## config.mk

```make
export PLATFORM = sky130hd
export DESIGN_NAME = cpd_obuf
export DESIGN_NICKNAME = d
export VERILOG_FILES = /design/src/cpd_pkg.sv /design/src/cpd_obuf.sv
export VERILOG_INCLUDE_DIRS = /design/src /design/src/src
export SDC_FILE = /design/constraint.sdc
export NUM_CORES = 1
export LEC_CHECK = 0
export BUFFER_PORTS_ARGS = -buffer_cell sky130_fd_sc_hd__buf_2
export CAP_MARGIN = 15
export CORE_ASPECT_RATIO = 1.2
export CORE_MARGIN = 8
export CORE_UTILIZATION = 35
export DETAILED_ROUTE_END_ITERATION = 16
export PLACE_DENSITY_LB_ADDON = 0.1
export SLEW_MARGIN = 20
export SYNTH_ARGS = -nofsm -noshare
export SYNTH_HDL_FRONTEND = slang
export SYNTH_SLANG_ARGS = --single-unit
```

## constraint.sdc

```tcl
create_clock -name clk -period 7.89 [get_ports clk]
set_input_delay 0.789 -clock clk [delete_from_list [all_inputs] [get_ports clk]]
set_output_delay 0.789 -clock clk [all_outputs]
set_load 0.02 [all_outputs]
```

## src/cart_pendulum_derivatives_defines.svh

```systemverilog
// Shared assertion macros for the cart-pendulum block.
`ifndef CART_PENDULUM_DERIVATIVES_DEFINES_SVH
`define CART_PENDULUM_DERIVATIVES_DEFINES_SVH

// Same-cycle implication.
`define CPD_ASSERT_IMPL(name, clk, rst, ante, cons) \
  name: assert property (@(posedge clk) disable iff (rst) (ante) |-> (cons)) \
    else $error("cpd: same-cycle check failed");

// Next-cycle implication.
`define CPD_ASSERT_NEXT(name, clk, rst, ante, cons) \
  name: assert property (@(posedge clk) disable iff (rst) (ante) |=> (cons)) \
    else $error("cpd: next-cycle check failed");

`endif

```

## src/cpd_pkg.sv

```systemverilog
package cpd_pkg;

  typedef logic signed [31:0] fix_t;
  typedef logic [30:0] coef_t;

  localparam fix_t FIX_MAX = 32'sh7fffffff;
  localparam fix_t FIX_MIN = 32'sh80000000;

  // register map (word index)
  typedef enum logic [2:0] {
    REG_PMASS = 3'd0,
    REG_CMASS = 3'd1,
    REG_ARM   = 3'd2,
    REG_GRAV  = 3'd3,
    REG_CDAMP = 3'd4
  } reg_idx_t;

  localparam logic [30:0] RST_PMASS = 31'd65536;
  localparam logic [30:0] RST_CMASS = 31'd327680;
  localparam logic [30:0] RST_ARM   = 31'd131072;
  localparam fix_t        RST_GRAV  = -32'sd655360;
  localparam logic [30:0] RST_CDAMP = 31'd65536;

  // angle -> 32-bit turn phase: 2^32/(2*pi)
  localparam fix_t        PHASE_K = 32'sd683565276;
  localparam logic [31:0] QUARTER = 32'h40000000;

  // sine polynomial, Q30
  localparam coef_t Q30_ONE  = 31'h40000000;
  localparam coef_t SIN_C11  = 31'd3864;
  localparam coef_t SIN_COEF [5] = '{31'd172272, 31'd5026995, 31'd85569306,
                                     31'd693598668, 31'd1686629713};
  localparam logic [32:0] SIN_HALF = 33'd8192;

  localparam int SIN_LAT    = 8;
  localparam int DIV_STEPS  = 4;
  localparam int DIV_STAGES = 12;
  localparam int DIV_LAT    = DIV_STAGES + 2;
  localparam int P_LAST     = SIN_LAT + 4;
  localparam int PIPE_LAST  = P_LAST + DIV_LAT;

  typedef struct packed {
    fix_t d_position;
    fix_t d_velocity;
    fix_t d_angle;
    fix_t d_rate;
  } res_t;

  function automatic logic [31:0] mag(input fix_t a);
    return a[31] ? 32'(32'd0 - a) : 32'(a);
  endfunction

  function automatic fix_t signsat(input logic neg, input logic [47:0] q);
    if (!neg) begin
      return (q > 48'h7fffffff) ? FIX_MAX : fix_t'(q[31:0]);
    end
    return (q > 48'h80000000) ? FIX_MIN : fix_t'(32'd0 - q[31:0]);
  endfunction

  function automatic fix_t mulq(input fix_t a, input fix_t b);
    logic [63:0] p;
    p = 64'(mag(a)) * 64'(mag(b));
    return signsat(a[31] ^ b[31], p[63:16]);
  endfunction

  function automatic fix_t sadd(input fix_t a, input fix_t b);
    logic signed [32:0] s;
    s = {a[31], a} + {b[31], b};
    if (s[32] != s[31]) begin
      return s[32] ? FIX_MIN : FIX_MAX;
    end
    return fix_t'(s[31:0]);
  endfunction

  function automatic fix_t sneg(input fix_t a);
    return (a == FIX_MIN) ? FIX_MAX : fix_t'(32'd0 - a);
  endfunction

endpackage

```

## src/cpd_obuf.sv

```systemverilog
`include "cart_pendulum_derivatives_defines.svh"

// Output register plus one skid entry.
module cpd_obuf (
  input  logic          clk,
  input  logic          rst,
  input  logic          push,
  input  cpd_pkg::res_t din,
  output logic          out_valid,
  input  logic          out_ready,
  output cpd_pkg::res_t dout,
  output logic          skid_full
);

  cpd_pkg::res_t skid;

  always_ff @(posedge clk) begin
    if (rst) begin
      out_valid <= 1'b0;
      skid_full <= 1'b0;
    end else if (push) begin
      if (!out_valid || out_ready) begin
        out_valid <= 1'b1;
      end else begin
        skid_full <= 1'b1;
      end
    end else if (out_valid && out_ready) begin
      if (skid_full) begin
        skid_full <= 1'b0;
      end else begin
        out_valid <= 1'b0;
      end
    end
  end

  always_ff @(posedge clk) begin
    if (push) begin
      if (!out_valid || out_ready) begin
        dout <= din;
      end else begin
        skid <= din;
      end
    end else if (out_valid && out_ready && skid_full) begin
      dout <= skid;
    end
  end

  `CPD_ASSERT_IMPL(a_skid_behind_out, clk, rst, skid_full, out_valid)
  `CPD_ASSERT_NEXT(a_blocked_push_fills_skid, clk, rst, push && out_valid && !out_ready, skid_full)

endmodule

```

Word-level counts from Yosys, hierarchy flattened
Index checks and enable logic that the tools add are counted.
- mux-type cells: 10
- bitwise operators: 1
- eq/ne operators: 3
- reduce and logical (&&, ||, !) cells: 10
- operators by type and width (operator ; count):
    128-bit two-way mux ; 3
    1-bit two-way mux ; 7
    2-bit AND reduction ; 3
    2-bit != test (second input constant) ; 2
    2-bit nonzero test ; 2
    3-bit AND reduction ; 1
    1-bit logical AND ; 2
    2-bit by 1-bit != test with 1-bit output (second input constant) ; 1
    1-bit logical NOT ; 1
    1-bit logical OR ; 1
    1-bit NOT ; 1
- output and inout port bits: 130
- bits in registers: 258
- input port bits: 132
- logic and storage cells: 34

Depth between registers and ports, before layout
Gate-level depths: netlist of the first run.
- word-level depth: 4
- mapped depth: 5

Least setup slack after synthesis of the first run
OpenSTA, ideal clock, no wires.
- kind: input to register
- from: input port push
- to: register dout[0] in the netlist's numbering, enable pin
- stages: 5
- path buffers: 3
- required time: 7274 ps
- arrival time: 6552 ps
- path slack: 721 ps
- cell sequence: buf_6 > buf_6 > buf_6 > a21oi_1 > nor2_1
- word-level cells in the longest chain between the ends: 2
- RTL lines (what ; RTL line ; source):
    start, declared ; cpd_obuf.sv:7 ; input logic push,
    2-bit by 1-bit != test with 1-bit output (no source line) / 2-bit nonzero test (equally long branches) ; - ;
    2-bit AND reduction (no source line) (*) ; - ;
    end signal, assigned ; cpd_obuf.sv:39 ; dout <= din;
    end signal, assigned ; cpd_obuf.sv:44 ; dout <= skid;
    end, declared ; cpd_obuf.sv:11 ; output cpd_pkg::res_t dout,
Mark *: on every way between the ends. The rest lies on a longest branch, timed or not.
A chain may end at the register's enable or synchronous reset.

Worst setup path in the final report of the first run
- from: input port push
- to: register skid[114] in the netlist's numbering, enable pin
- word-level cells in the longest chain between the ends: 1
- RTL lines (what ; RTL line ; source):
    2-bit AND reduction (no source line) ; - ;
    end signal, assigned ; cpd_obuf.sv:41 ; skid <= din;
    end, declared ; cpd_obuf.sv:15 ; cpd_pkg::res_t skid;
No other way between the ends.

==> results.tsv, run 1 <==
stage	metric	value	unit
run_status	status	finished clean	
finish	area_delta_synth_final	25.9	%
place	dp.final_hpwl	14600	um
critical_path	crit_chain	buf_6 > and2_4 > buf_4	
synth	synthMuxAreaShare	17.9	%
synth	syn_inst	412	
synth	yosysTopAreaCell	edfxtp_1	
floorplanning	die_h	198	um
synth	yosys.area_share.simple	0.350	%
floorplanning	die_x	168	um
flow_run	max_cap_viol_count	0	
timing	finalHoldViolations	0	
critical_path	r2r_cells	3	
power_and_ir_drop	ir_drop	0.000156	V
timing	slew_violations	0	
route	routed_wirelength	21200	um
critical_path	path_class	input pin to register	
critical_path	crit_cells	3	
finish	layout-drive-gt1-share	60.8	%
route	wl_per_cell	20.2	um
floorplanning	core.rowCount	66	
synth	synth_cell_types	13	
clocking	clock_latency	0.52	ns
clocking	cts_root_buf	clkbuf_16	
synth	synth-seq-area-share	80.1	%
critical_path	cpLargestDelayFamily	buffers and inverters	
route	first_pass_iters	4	
synth	syn_area	9650	um^2
floorplanning	start_util	35.6	%
clocking	cts_inserted_buffers	27	
synth	syn-num-nets	544	
synth	synth_top_family_by_area	multiplexers	
route	viasPerCell	4.50	
clocking	post_cts_buffers	0	
timing	period_needed	2.85	ns
power_and_ir_drop	power.density	255	nW/um^2
timing	rsz0062_at_grt	no	
finish	register_area	7730	um^2
critical_path	cp_slowest_stage_delay	0.87	ns
synth	ys_seq_elements	258	
synth	yosysTopAreaCellShare	79.7	%
timing	hold_slack	0.445	ns
grt	grt_overflow_total	0	
clocking	cts_max_level	1	
finish	fin_nets	824	
timing	fin_skew	0.00906	ns
place	place.gp.congestion	0.718	
worst_hold_path	min_path_cells	2	
floorplanning	io_pins	262	
timing	clock.fmax	0.351	GHz
clocking	ctsHoldBuffers	0	
route	dr.first_iter.drc_count	174	
critical_path	arrival	2.99	ns
worst_hold_path	hold_class	input pin to register	
finish	fin_area	12100	um^2
critical_path	crit_slowest_cell	and2_4	
critical_path	worst_ep_required_time	8.03	ns
clocking	path_clk_slew	0.06	ns
clocking	cts_num_sinks	258	
route	ant_nets	0	
place	port-buffer-count	261	
finish	fillers	2429	
route	vias	4729	
critical_path	cp_max_fo	67	
synth	avgSynthCellArea	23.4	um^2
synth	synth_warnings	0	
grt	grt_max_degree	83	
floorplanning	core_area	27100	um^2
critical_path	cp-end-kind	register	
clocking	cts_resized	0	
synth	synth_adder_area_share	0	%
timing	slew_headroom	37.0	%
timing	tns	0	ns
critical_path	crit_path_start_kind	input pin	
place	placed_cell_area	11300	um^2
grt	track_usage	12.4	%
grt	antenna_found_initial	4	
critical_path	worst-path-buf-inv	2	
timing	setup_violations	0	
finish	multiInputGateArea	1790	um^2
synth	synth_xor_area_share	0	%
floorplanning	die_area	33100	um^2
route	drc_errors	0	
synth	synthTopCellsByArea	edfxtp_1, mux2_4, mux2_2	
synth	synth_compound_area_share	0.208	%
timing	worst_slew_pin_slew	0.946	ns
clocking	cts_tree	done	
timing	period_share	36.1	%
clocking	cts_buffer_depth	3	
grt	grt_pass1_vias	5302	
grt	grt_pass1_wl	32000	um
power_and_ir_drop	p_leak	4.74	nW
## placed cells by master, fill, tap and decap left out
cell type	instances
edfxtp_1	256
a21oi_1	3
diode_2	1
clkbuf_16	27
dfxtp_1	2
buf_4	4
bufinv_16	3
o21ai_0	1
mux2_2	52
and2_4	1
clkbuf_1	7
mux2_4	76
inv_6	1
clkinv_4	1
clkinv_2	4
nor2_4	1
buf_2	260
nor2b_1	1
clkinv_1	5
nand2_1	2
buf_6	2
nor2_1	1
nand2b_1	1
## registers in the layout, summed over array words and instances (netlist names)
name and flops:
out_valid 1, dout 128, skid_full 1, skid 128
## per-stage QoR
step           instances  setup WS, ns  utilization (%)  total power, mW
3_5_place_dp        1003          4.33             41.7             1.90
5_1_grt             1052          4.88             44.8             3.21
6_report            1052          5.04             44.8             3.09
3_3_place_gp        1003          4.39             41.7             1.89
2_1_floorplan        412         0.721                -             1.79
4_1_cts             1051          4.88             44.8             3.15
## final timing paths
path | startpoint | endpoint | slack, ns
max reg2reg | out_valid$_SDFFE_PP0P_ | skid[114]$_DFFE_PP_ | 5.12
min reg2reg | skid_full$_SDFFE_PP0P_ | skid_full$_SDFFE_PP0P_ | 0.50
min | rst | skid_full$_SDFFE_PP0P_ | 0.45
max | push | skid[114]$_DFFE_PP_ | 5.04
## cells in the mapped netlist
library cell and number:
nand2_1 2, nand2b_1 1, nor2b_1 1, nor2_1 2, dfxtp_1 2, and2_1 1
buf_6 10, mux2_4 76, o21ai_0 1, edfxtp_1 256, mux2_2 52, a21oi_1 3
buf_2 5
## cell type report
| type | count | share of cell area (%) |
|---|---|---|
| Clock buffer | 34 | 5.78 |
| Sequential cell | 258 | 63.6 |
| Timing Repair Buffer | 266 | 11.1 |
| Multi-Input combinational cell | 139 | 14.7 |
| Tap cell | 340 | 3.50 |
| Antenna cell | 1 | 0.0206 |
| Clock inverter | 14 | 1.21 |
## worst register-to-register path, stage by stage (launching register included)
cell and delay [ns]:
dfxtp_1 0.38, nor2b_1 0.32, and2_4 0.82, buf_4 0.81
## cell families (layout without fill, tap and decap cells)
kind of cell    Yosys count  after routing
compound gates            4              4
mux                     128            128
flops                   258            258
simple gates              7              7
other cells               0              1
buf+inv                  15            314
## metal layers
layer / part of all wire, % / wire [um] / track usage [%] / up-vias
met5: 0.15 / 32 / 0 / -
met1: 38 / 8130 / 14.2 / 2327
met4: 2.1 / 437 / 3.94 / 6
li1: - / - / - / 2202
met2: 52 / 11000 / 21.8 / 161
met3: 7.3 / 1550 / 4.08 / 33
## power breakdown
group / switching, mW / total [mW] / internal (mW) / leakage, nW
Clock: 0.507 / 1.23 / 0.726 / 0.416
Combinational: 0.150 / 0.259 / 0.108 / 1.91
Sequential: 0.0194 / 1.60 / 1.58 / 2.42
No activity file was read; power rests on OpenSTA's default activity.
==> inputs of run 2 (changes only) <==
--- a/config.mk
+++ b/config.mk
@@ -6,6 +6,7 @@
 export SDC_FILE = /design/constraint.sdc
 export NUM_CORES = 1
 export LEC_CHECK = 0
+export ABC_AREA = 1
 export BUFFER_PORTS_ARGS = -buffer_cell sky130_fd_sc_hd__buf_2
 export CAP_MARGIN = 15
 export CORE_ASPECT_RATIO = 1.2
==> constraint.sdc (replaced) <==
create_clock -name clk -period 2.9 [get_ports clk]
set_input_delay 0.29 -clock clk [delete_from_list [all_inputs] [get_ports clk]]
set_output_delay 0.29 -clock clk [all_outputs]
set_load 0.02 [all_outputs]
==> run 2 against run 1 <==
- clock power increased to 2.8 times the previous value
- combinational power increased to 3.1 times the previous value
- sequential power increased to 2.7 times the previous value
- design area increased by 9.2%
- worst hold slack got worse by 0.35 ns
- worst setup slack got worse by 3.8 ns
- cell count increased by 36%
- synthesized area decreased by 3.0%
- largest cell class unchanged
==> results.tsv, run 2 <==
stage	metric	value	unit	change
timing	tns	0	ns	unchanged
finish	reg_top3	dout x128, skid x128		unchanged
clocking	cts_root_buf	clkbuf_16		unchanged
floorplanning	die_x	165	um	was 168 um
route	drc_errors	0		unchanged
timing	period_needed	1.69	ns	
grt	track_usage	14.2	%	was 12.4%
route	ant_nets	0		unchanged
timing	finalHoldViolations	0		unchanged
floorplanning	die_h	195	um	was 198 um
clocking	cts_max_level	1		unchanged
timing	worst_slew_pin_slew	0.839	ns	was 0.946 ns
critical_path	crit_path_start_kind	register		was input pin
critical_path	crit_chain	nand3_4 > clkinvlp_4 > buf_12		was buf_6 > and2_4 > buf_4
finish	final_common_cell	nand2_1		was buf_2
synth	synth-seq-area-share	82.6	%	was 80.1%
synth	syn_inst	681		was 412
power_and_ir_drop	p_leak	5.65	nW	was 4.74 nW
place	placed_cell_area	11100	um^2	was 11300 um^2
synth	synthTopCellsByArea	edfxtp_1, nand2_1, buf_2		was edfxtp_1, mux2_4, mux2_2
synth	synth_edf_count	256		unchanged
finish	fin_area	13300	um^2	was 12100 um^2
grt	grt_overflow_total	0		unchanged
timing	clock.fmax	0.590	GHz	
timing	rsz0062_at_grt	no		unchanged
clocking	cts_buffer_depth	3		unchanged
synth	ys.flop_type	edfxtp_1		unchanged
synth	syn_area	9350	um^2	was 9650 um^2
grt	grt_pass1_wl	36100	um	was 32000 um
grt	grt_pass1_vias	6518		was 5302
route	viasPerCell	4.35		was 4.50
timing	period_share	58.4	%	
finish	mostFrequentLayoutCells	nand2_1, buf_2, edfxtp_1, dlygate4sd3_1, clkbuf_16		was buf_2, edfxtp_1, mux2_4, mux2_2, clkbuf_16
timing	fin_ws	1.21	ns	was 5.04 ns
synth	async_reset_ff_share	0	%	unchanged
worst_hold_path	hold_class	input pin to register		unchanged
clocking	cts_inserted_buffers	28		was 27
route	dr.first_iter.drc_count	335		was 174
place	place.gp.congestion	0.715		was 0.718
finish	final_util	50.5	%	was 44.8%
synth	synthTopCellsByCount	nand2_1, edfxtp_1, buf_2, clkbuf_1		was edfxtp_1, mux2_4, mux2_2, buf_6, buf_2
finish	area_delta_synth_final	41.9	%	was 25.9%
floorplanning	core.rowCount	65		was 66
flow_run	max_cap_viol_count	0		unchanged
grt	antenna_found_initial	2		was 4
clocking	path_clk_slew	0.06	ns	about the same
synth	yosysTopAreaCell	edfxtp_1		unchanged
timing	fin_skew	0.00860	ns	was 0.00906 ns
floorplanning	io_pins	262		unchanged
place	port-buffer-count	261		unchanged
clocking	clock_latency	0.53	ns	was 0.52 ns
timing	slew_headroom	44.0	%	was 37.0%
run_status	status	finished clean		unchanged
synth	avgSynthCellArea	13.7	um^2	was 23.4 um^2
grt	grt_max_degree	129		was 83
place	dp.final_hpwl	14200	um	was 14600 um
synth	yosysTopAreaCellShare	82.2	%	was 79.7%
synth	synth_cell_types	10		was 13
critical_path	worst_ep_required_time	3.04	ns	was 8.03 ns
place	pre_cts_slack	0.770	ns	was 4.33 ns
route	wl_per_cell	16.4	um	was 20.2 um
critical_path	cp_max_fo	128		was 67
clocking	cts_num_sinks	258		unchanged
synth	ys_seq_elements	258		unchanged
floorplanning	start_util	35.6	%	about the same
critical_path	arrival	1.84	ns	was 2.99 ns
synth	synth_warnings	0		unchanged
power_and_ir_drop	ir_drop	0.000393	V	was 0.000156 V
route	routed_wirelength	23600	um	was 21200 um
critical_path	cp-end-kind	register		unchanged
critical_path	cp_slowest_stage_delay	0.47	ns	was 0.87 ns
power_and_ir_drop	power.density	652	nW/um^2	was 255 nW/um^2
clocking	cts_resized	0		unchanged
route	first_pass_iters	6		was 4
finish	fin_nets	1210		was 824
timing	slew_violations	0		unchanged
finish	layout-drive-gt1-share	27.9	%	was 60.8%
route	vias	6241		was 4729
floorplanning	core_area	26300	um^2	was 27100 um^2
floorplanning	die_area	32200	um^2	was 33100 um^2
critical_path	path_class	register to register		was input pin to register
synth	synth.most_common_cell	nand2_1		was edfxtp_1
clocking	cts_tree	done		unchanged
critical_path	crit_slowest_cell	buf_12		was and2_4
synth	syn-num-nets	813		was 544
timing	setup_violations	0		unchanged
run 2: changes by cell type in the layout (fill, tap and decap cells not counted), sizes merged, moves of 3 or more:
cell	change
nand2	+383
dlygate4sd3	+129
nand3	+3
mux2	-128
run 2: area by class of cell:
| type | instances | area (um^2) |
|---|---|---|
| flip-flops and latches | 258 | 7730 |
| diodes | 1 | 2.50 |
| multi-input cells | 392 | 1500 |
| well taps | 335 | 419 |
| clock inverters | 15 | 146 |
| fillers | 2348 | 13000 |
| clock buffers | 36 | 752 |
| repair buffers | 395 | 2700 |
| inverters | 3 | 17.5 |
run 2: worst paths after layout:
path | from | to | slack (ns) | depth (start not counted)
worst max-delay path | out_valid$_SDFFE_PP0P_ | skid[60]$_DFFE_PP_ | 1.21 | 3
worst min-delay path | out_ready | skid_full$_SDFFE_PP0P_ | 0.09 | 4
worst max register to register | out_valid$_SDFFE_PP0P_ | skid[60]$_DFFE_PP_ | 1.21 | 3
worst min register to register | skid_full$_SDFFE_PP0P_ | skid_full$_SDFFE_PP0P_ | 0.50 | 2
run 2: layer usage:
metal,GRT usage [%],vias to the layer above,share of wire (%),routed length [um]
met2,24.2,200,50,11800
li1,-,3107,-,-
met4,3.91,2,1.7,401
met5,0,-,0.038,9
met1,17.6,2900,41,9560
met3,3.26,32,7.7,1810
run 2: cells by family (layout without fill, tap and decap cells):
| kind of cell | Yosys count | in the layout | synth area share, % |
|---|---|---|---|
| and+or+nand+nor | 388 | 388 | 15.6 |
| buffers and inverters | 31 | 449 | 1.55 |
| DFF | 258 | 258 | 82.6 |
| other | 0 | 1 | 0 |
| AOI/OAI and AO/OA | 4 | 4 | 0.214 |
run 2: worst max-delay path, delay by kind of cell (launching register included):
kind / cells / cell delay, ns
buffers and inverters: 2 / 0.61
flip-flops: 1 / 0.37
AND/OR/NAND/NOR: 1 / 0.09
run 2: stage by stage:
| step | hold slack (ns) | instances | total power [mW] |
|---|---|---|---|
| floorplan | 0.352 | 681 | 4.81 |
| global placement | 0.463 | 1254 | 5.12 |
| detailed placement | 0.459 | 1254 | 5.12 |
| CTS | 0.0589 | 1434 | 8.78 |
| global route | 0.130 | 1435 | 8.99 |
| finish | 0.0942 | 1435 | 8.65 |
run 2: power breakdown:
| group | total, mW | internal, mW | switching, mW |
|---|---|---|---|
| Combinational | 0.810 | 0.324 | 0.487 |
| Clock | 3.48 | 2.09 | 1.40 |
| Sequential | 4.36 | 4.31 | 0.0508 |
run 2: what timing repair did:
item / CTS / global route
hold buffers: 129 / 0
hold endpoints to repair: 130 / 0
setup buffers: 0 / 0
==> inputs of run 3 (changes only) <==
==> constraint.sdc (replaced) <==
create_clock -name clk -period 1.5 [get_ports clk]
set_input_delay 0.15 -clock clk [delete_from_list [all_inputs] [get_ports clk]]
set_output_delay 0.15 -clock clk [all_outputs]
set_load 0.02 [all_outputs]
==> run 3 against run 2 <==
- design area increased by 2.9%
- sequential share of layout area decreased by 1.6 points
- count of clock-buffer cells in the layout increased by 3
- register-to-register slack got worse by 1.2 ns
- largest power group unchanged
- die area unchanged
- core utilization increased by 1.4 points
- cell count increased by 2.2%
==> results.tsv, run 3 (synthesis results as in run 2) <==
stage	metric	value	unit	change
run_status	status	finished clean		unchanged
floorplanning	core.rowCount	65		unchanged
route	wl_per_cell	16.3	um	was 16.4 um
clocking	path_clk_slew	0.06	ns	about the same
timing	fin_ws	0.0484	ns	was 1.21 ns
critical_path	arrival	1.68	ns	was 1.84 ns
timing	hold_slack	0.354	ns	was 0.0942 ns
timing	slew_headroom	60.7	%	was 44.0%
worst_hold_path	worstHoldEndpoint	skid[15]$_DFFE_PP_		was skid_full$_SDFFE_PP0P_
route	first_pass_iters	4		was 6
finish	reg_top3	dout x128, skid x128		unchanged
clocking	cts_inserted_buffers	27		was 28
floorplanning	die_h	195	um	unchanged
timing	period_share	96.8	%	was 58.4%
grt	grt_pass1_wl	36100	um	unchanged
critical_path	cp-end-kind	register		unchanged
worst_hold_path	hold_class	input pin to register		unchanged
critical_path	r2r_cells	5		was 3
grt	grt_max_degree	68		was 129
timing	worst_slew_pin_slew	0.589	ns	was 0.839 ns
timing	fin_skew	0.00689	ns	was 0.00860 ns
grt	grt_pass1_vias	6504		was 6518
critical_path	worst_ep_required_time	1.73	ns	was 3.04 ns
timing	slew_violations	0		unchanged
route	vias	6324		was 6241
place	pre_cts_slack	0.0418	ns	was 0.770 ns
grt	use_met3	3.35	%	was 3.26%
clocking	cts_root_buf	clkbuf_16		unchanged
grt	grt.busiest_layer	met2		unchanged
finish	fin_cells	1466		was 1435
route	viasPerCell	4.31		was 4.35
place	place.gp.congestion	0.734		was 0.715
finish	layout-drive-gt1-share	30.2	%	was 27.9%
worst_hold_path	min_path_cells	2		was 4
power_and_ir_drop	p_leak	5.86	nW	was 5.65 nW
critical_path	crit_path_start_kind	register		unchanged
worst_hold_path	min_from	din[15]		was out_ready
clocking	clock_latency	0.51	ns	was 0.53 ns
power_and_ir_drop	power.density	1190	nW/um^2	was 652 nW/um^2
finish	final_common_cell	nand2_1		unchanged
route	drc_errors	0		unchanged
finish	mostFrequentLayoutCells	nand2_1, buf_2, edfxtp_1, dlygate4sd3_1, clkbuf_16		unchanged
clocking	cts_buffer_depth	3		unchanged
place	placed_cell_area	11400	um^2	was 11100 um^2
route	ant_nets	0		unchanged
route	routed_wirelength	24000	um	was 23600 um
finish	num_antenna_cells	0		was 1
timing	finalHoldViolations	0		unchanged
clocking	cts_num_sinks	258		unchanged
flow_run	max_cap_viol_count	0		unchanged
finish	final_util	52.0	%	was 50.5%
critical_path	r2r-end	dout[60]$_DFFE_PP_		was skid[60]$_DFFE_PP_
power_and_ir_drop	design_power_total	16.2	mW	was 8.65 mW
timing	tns	0	ns	unchanged
grt	antenna_found_initial	2		unchanged
finish	area_delta_synth_final	46.0	%	was 41.9%
critical_path	rr_startpoint	out_valid$_SDFFE_PP0P_		unchanged
floorplanning	core_area	26300	um^2	unchanged
grt	gr-usage-met2	23.5	%	was 24.2%
clocking	cts_max_level	1		unchanged
power_and_ir_drop	ir_drop	0.000908	V	was 0.000393 V
timing	setup_violations	0		unchanged
finish	fin_area	13700	um^2	was 13300 um^2
place	port-buffer-count	261		unchanged
grt	track_usage	14.2	%	about the same
place	dp.final_hpwl	15900	um	was 14200 um
floorplanning	io_pins	262		unchanged
grt	grt_overflow_total	0		unchanged
route	dr.first_iter.drc_count	310		was 335
timing	period_needed	1.45	ns	was 1.69 ns
place	place_inst	1280		was 1254
critical_path	path_class	register to register		unchanged
critical_path	crit_start	out_valid$_SDFFE_PP0P_		unchanged
grt	grtUsageMet1	17.7	%	was 17.6%
clocking	cts_tree	done		unchanged
critical_path	regToRegSetupSlack	0.05	ns	was 1.21 ns
floorplanning	die_area	32200	um^2	unchanged
floorplanning	die_x	165	um	unchanged
critical_path	cp_max_fo	13		was 128
floorplanning	start_util	35.6	%	unchanged
finish	fin_nets	1245		was 1210
timing	clock.fmax	0.689	GHz	was 0.590 GHz
==> run 3: worst max-delay path by stage <==
stage	end	slack, ns	depth (start not counted)
3_3_place_gp	dout[61]$_DFFE_PP_	0.05	7
6_report	dout[60]$_DFFE_PP_	0.05	5
5_1_grt	dout[27]$_DFFE_PP_	-0.009	5
2_1_floorplan	dout[0]$_DFFE_PP_	-7.96	3
4_1_cts	dout[66]$_DFFE_PP_	0.04	5
3_5_place_dp	dout[66]$_DFFE_PP_	0.04	7
==> run 3: worst max-delay path, stage by stage (launching register included) <==
cell	delay, ns
dfxtp_4	0.36
nand3_4	0.07
clkinvlp_4	0.15
a21oi_4	0.21
buf_12	0.18
clkbuf_16	0.18
==> run 3: cell type report <==
cell class / count / area [um^2]
clock buffers: 39 / 761
clock inverters: 8 / 41.3
fillers: 2300 / 12600
inverters: 3 / 17.5
multi-input cells: 392 / 1500
flip-flops and latches: 258 / 7730
well taps: 335 / 419
repair buffers: 431 / 3180
==> run 3: power breakdown <==
part | internal [mW] | total (mW) | switching [mW]
Sequential | 8.32 | 8.42 | 0.102
Combinational | 0.748 | 1.72 | 0.971
Clock | 3.50 | 6.06 | 2.57
Total | 12.6 | 16.2 | 3.64
==> run 3: metal layers <==
metal | vias to the layer above | share of wire [%] | routed length (um)
met1 | 2906 | 41 | 9760
li1 | 3167 | - | -
met4 | 4 | 2.7 | 646
met5 | - | 0.10 | 25
met3 | 44 | 7.2 | 1720
met2 | 203 | 49 | 11800
==> run 3: timing repair <==
item                                    in CTS  in global routing
endpoints found under the hold margin      258                  0
gates resized for setup                      0                  8
hold buffers                               132                  0
endpoints found under the setup margin       0                111
buffers inserted                             0                  3
